$ cat src/sv/btf_pkg.sv
// ----------------------------------------------------------------------------
// btf_pkg
// Shared types and constants of the bitmap text renderer: item layouts, codes,
// controller command and datapath status bundles.
// ----------------------------------------------------------------------------
`default_nettype none

package btf_pkg;

  localparam int unsigned FRAME_PIXELS_WIDE_DEF = 240;
  localparam int unsigned SCREEN_WIDE_DEF       = 240;
  localparam int unsigned SCREEN_HIGH_DEF       = 320;
  localparam int unsigned FONT_WORDS_DEF        = 4096;

  // wide enough for any glyph row address and any font index
  localparam int unsigned FONT_ADDR_W = 15;
  localparam int unsigned CFG_IDX_W   = 2;
  localparam int unsigned CFG_DATA_W  = 16;

  localparam logic [6:0] CHAR_FIRST = 7'd32;
  localparam logic [6:0] CHAR_DEL   = 7'd127;
  localparam logic [4:0] GLYPH_W_RST = 5'd11;
  localparam logic [5:0] GLYPH_H_RST = 6'd18;
  localparam logic [4:0] GLYPH_W_MAX = 5'd16;
  localparam logic [5:0] GLYPH_H_MAX = 6'd32;

  typedef enum logic [1:0] {
    KIND_LOAD  = 2'd0,
    KIND_START = 2'd1,
    KIND_DRAW  = 2'd2
  } kind_e;

  typedef enum logic [CFG_IDX_W-1:0] {
    CFG_GLYPH_WIDTH  = 2'd0,
    CFG_GLYPH_HEIGHT = 2'd1,
    CFG_FG_COLOR     = 2'd2,
    CFG_BG_COLOR     = 2'd3
  } cfg_reg_e;

  typedef enum logic [1:0] {
    ST_IDLE,
    ST_SETUP,
    ST_ROWS
  } state_e;

  typedef struct packed {
    logic [1:0]  kind;
    logic [7:0]  start_x;
    logic [8:0]  start_y;
    logic [11:0] font_index;
    logic [15:0] font_word;
    logic [6:0]  char_code;
  } in_item_t;

  typedef struct packed {
    logic [16:0] row_address;
    logic [15:0] row_bits;
    logic        last_row;
  } out_item_t;

  typedef struct packed {
    logic load_font;
    logic start_string;
    logic place_char;
    logic setup;
    logic issue_row;
  } ctrl_cmd_t;

  typedef struct packed {
    logic draws;
    logic slot_free;
    logic final_row;
  } dp_status_t;

endpackage

`default_nettype wire

$ cat src/sv/btf_ctrl.sv
// ----------------------------------------------------------------------------
// btf_ctrl
// Sequencer: decodes accepted items and steps a character through setup and
// one font read per glyph row.
// ----------------------------------------------------------------------------
`default_nettype none

module btf_ctrl (
  input  wire logic                clk_i,
  input  wire logic                rst_ni,
  input  wire logic                in_valid_i,
  input  wire logic [1:0]          in_kind_i,
  output logic                     in_ready_o,
  input  wire btf_pkg::dp_status_t status_i,
  output btf_pkg::ctrl_cmd_t       cmd_o
);
  import btf_pkg::*;

  state_e state_q, state_d;
  logic   accept;

  always_ff @(posedge clk_i or negedge rst_ni) begin
    if (!rst_ni) begin
      state_q <= ST_IDLE;
    end else begin
      state_q <= state_d;
    end
  end

  always_comb begin
    state_d    = state_q;
    cmd_o      = '0;
    in_ready_o = 1'b0;
    accept     = 1'b0;
    unique case (state_q)
      ST_IDLE: begin
        in_ready_o = 1'b1;
        accept     = in_valid_i;
        if (accept) begin
          unique case (in_kind_i)
            KIND_LOAD:  cmd_o.load_font    = 1'b1;
            KIND_START: cmd_o.start_string = 1'b1;
            KIND_DRAW: begin
              cmd_o.place_char = 1'b1;
              if (status_i.draws) begin
                state_d = ST_SETUP;
              end
            end
            default: ;
          endcase
        end
      end
      ST_SETUP: begin
        cmd_o.setup = 1'b1;
        state_d     = ST_ROWS;
      end
      ST_ROWS: begin
        if (status_i.slot_free) begin
          cmd_o.issue_row = 1'b1;
          if (status_i.final_row) begin
            state_d = ST_IDLE;
          end
        end
      end
      default: state_d = ST_IDLE;
    endcase
  end

endmodule

`default_nettype wire

$ cat config.mk
export PLATFORM = sky130hd
export DESIGN_NAME = btf_ctrl
export DESIGN_NICKNAME = d
export VERILOG_FILES = /design/src/sv/btf_pkg.sv /design/src/sv/btf_ctrl.sv
export SDC_FILE = /design/constraint.sdc
export NUM_CORES = 1
export LEC_CHECK = 0
export BUFFER_PORTS_ARGS = -buffer_cell sky130_fd_sc_hd__buf_2
export CORE_AREA = 4 4 41 43
export DETAILED_ROUTE_END_ITERATION = 10
export DIE_AREA = 0 0 45 47
export GPL_TIMING_DRIVEN = 0
export PLACE_DENSITY = 0.3
export SYNTH_ARGS = -nofsm -noshare
export SYNTH_HDL_FRONTEND = slang
export SYNTH_SLANG_ARGS = --single-unit
$ cat constraint.sdc
create_clock -name clk_i -period 1.2 [get_ports clk_i]
set_input_delay 0.06 -clock clk_i [delete_from_list [all_inputs] [get_ports clk_i]]
set_output_delay 0.06 -clock clk_i [all_outputs]
set_load 0.02 [all_outputs]
# Yosys cells after proc, flatten, opt, wreduce, memory -nomap -nowiden
# Cells that the tools add are included.
[word_totals] regBits=2 n_memories=0 input_bits=8 latch_bits=0 romBits=0 ram_bits=0 output_inout_bits=6
[classes] magnitude_cmp=0 n_addsub=0 n_div=0 muxes=15 bitwise=0 n_eq_ne=9 n_mul=0 shift=0 n_reduce_logical=3
[ops] cell="$mux W2" n=5
[ops] cell="$ne A2 B2 Y1 const B" n=4
[ops] cell="$mux W1" n=7
[ops] cell="$mux W3" n=2
[ops] cell="$pmux W2 S3" n=1
[ops] cell="$reduce_and A5 Y1" n=1
[ops] cell="$eq A2 B1 Y1 const B" n=2
[ops] cell="$eq A2 B2 Y1 const B" n=2
[ops] cell="$logic_not A2 Y1" n=2
[ops] cell="$ne A2 B1 Y1 const B" n=1

# Depth between registers and ports, before layout
[depth] depth_word=4 mapped_depth=2 ltp_nobuf=2

# Worst setup path before layout
# No wires, ideal clock.
[synth_path] path_kind="flip-flop to output port" from="reg state_q[1]" to="out cmd_o[3] (netlist bit)" t_required_ns=1.140 arrival_ns=1.083 path_buffers=0 stages_incl_launch_ff=3 setup_slack_ns=0.057 path_cell_list="dfrtp_1 nor2_1 and4b_1"
[synth_lines] item="start: declaration" line="btf_ctrl.sv:19" source="state_e state_q, state_d;"
[synth_lines] item="start signal: assignment" line="btf_ctrl.sv:26" source="state_q <= state_d;"
[synth_lines] item="end: declaration" line="btf_ctrl.sv:15" source="output btf_pkg::ctrl_cmd_t cmd_o"

==> qor.csv <==
metric,value,unit
run_status,finished with violations,
violations,setup timing,
slew_headroom,84.62,%
syn_area,128.9,sq um
reg2reg_slack,20,ps
crit_buf_inv,1,
totalWireLength,444,microns
cp_slowest_cell,dfrtp_2,
yosys_warnings,0,
port_buffers,13,
power,320.6,uW
setup_viol,4,
tightest_slew,229.7,ps
post-place-ws,75.11,ps
largest_register_ffs,2,
gr-usage-all-layers,5.284,%
min_path_cells,2,
cts.clk_slew.worst_paths,30,ps
path_delay_family,simple AND/OR/NAND/NOR gates,
ys_types,10,
peakVddDrop,288.8,uV
drt-pass1-iter-count,2,
fin_crit_sh,110.8,%
die_h,47,microns
holdPathEnd,state_q[0],
num_vias,169,
final_hold_viol_count,0,
clk_path_buf_depth,2,
finalSetupTns,-300.4,ps
drtIter0Drc,5,
rows,13,
grt_max_degree,5,
core_area,0.001301,sq mm
rsz0062_at_grt,true,
power.leakage,0.1733,nW
avgViaCountPerCell,3.521,
die_w,45,microns
final_core_util,24.81,%
max_stage_delay,420,ps
hold_class,input port to register,
hold_start,status_i[2],
htree_levels,1,
cts_tree,built,
worstPathCellList,nor4b_4 -> nor2b_2 -> buf_4,
final_cell_mix,"buf_2, buf_6, clkbuf_4, buf_4",
clock_latency,220,ps
drive_above_1_share,78.79,%
synthesis.nets,21,
powerDensity,993.1,mW/mm^2
worst-path-max-fanout,3,
finalCriticalPeriod,1329,ps
endpoint_kind,primary output,
antenna_found_initial,0,
drcViolationCount,0,
reg2regPathDepth,4,
postPlaceCellArea,212.7,sq um
cts_sinks,2,
fmax,0.7522,GHz
top_register,state_q,
globalplace.congestion,0.6055,
io_pins,14,
setup_slack,-129.5,ps
drv_slew,0,
ys_seq_area_share,38.83,%
startpoint_type,register,
ys_seq_elements,2,
start_util,9.904,%
overflow,0,
cap_violations,0,
r2r_end,state_q[0],
drtAntennaViolNets,0,
final_common_cell,buf_2,
die_area,0.002115,sq mm
clock_skew,2.853,ps
wl_per_cell,9.250,microns
syn_area_per_cell,9.913,sq um
nets,43,
critPathArrivalTime,1270,ps
reg_top3,state_q: 2 flops,
finalInstanceArea,322.8,sq um
grt_first_pass_wirelength,676,microns
diodes,0,
grt_pass1_vias,188,
synth_cells,13,
rr_startpoint,state_q[0],
cts_made_buffers,3,
required,1140,ps
path_class,register to primary output,
area_growth,150.5,%
cts_root_buffer,clkbuf_4,
## report_power, final
group / internal, mW / switching, mW
combinational: 0.0564 / 0.0399
sequential: 0.0728 / 0.00811
clock: 0.110 / 0.0335
## cell families (layout without fill, tap and decap cells)
| family | count (synthesis) | after routing | share of synthesized area (%) |
|---|---|---|---|
| compound gates | 1 | 1 | 5.827 |
| buf+inv | 0 | 20 | 0 |
| flops | 2 | 2 | 38.84 |
| simple gates | 10 | 10 | 55.33 |
## worst max path at each step
stage,from,end,slack [ps],cells after the start
finish,state_q[0],cmd_o[4],-130,3
global route,state_q[0],cmd_o[4],-190,3
CTS,state_q[0],cmd_o[4],-120,3
detailed placement,state_q[1],cmd_o[4],80,3
global placement,state_q[1],cmd_o[4],90,3
floorplan,state_q[1],cmd_o[3],60,2
## stage by stage
step / cells / hold slack [ps]
floorplan: 13 / -235.6
finish: 48 / 115.7
global route: 48 / 111.6
detailed placement: 41 / -153.9
global placement: 41 / -155.1
CTS: 47 / 87.84
## worst register-to-register path, stage by stage, from the launching register on
cell and delay (ps):
dfrtp_2 420, nor4b_4 310, buf_4 160, buf_6 80, and3_4 160
## metal layers
metal / part of all wire, % / vias to the layer above / global-route usage (%)
li1: - / 85 / -
met1: 48 / 72 / 5.204
met2: 42 / 12 / 6.497
met3: 9.9 / 0 / 2.299
met4: 0 / 0 / 8.772
met5: 0 / - / 0
## synth_stat cells
cell type	n	area share (%)
and3_1	1	4.9
nor2_1	1	2.9
dfrtp_1	2	39
and2b_1	1	5.8
nor2b_1	2	9.7
a21o_1	1	5.8
nor4b_2	1	12
and2_1	2	9.7
and4b_1	1	7.8
nand2_1	1	2.9
## area by class of cell
type | count | area (sq um)
clock buffers | 3 | 22.52
repair buffers | 17 | 122.6
well taps | 15 | 18.77
flip-flops and latches | 2 | 51.30
multi-input cells | 11 | 107.6
fillers | 143 | 978.4
## repair_timing
action | 4_1_cts | 5_1_grt
buffers inserted | 2 | 1
endpoints found under the hold margin | 2 | 0
hold buffers | 1 | 0
pin swaps | 1 | 3
gates resized for setup | 6 | 10
setup endpoints to repair | 2 | 4
No activity file was read; power rests on OpenSTA's default activity.
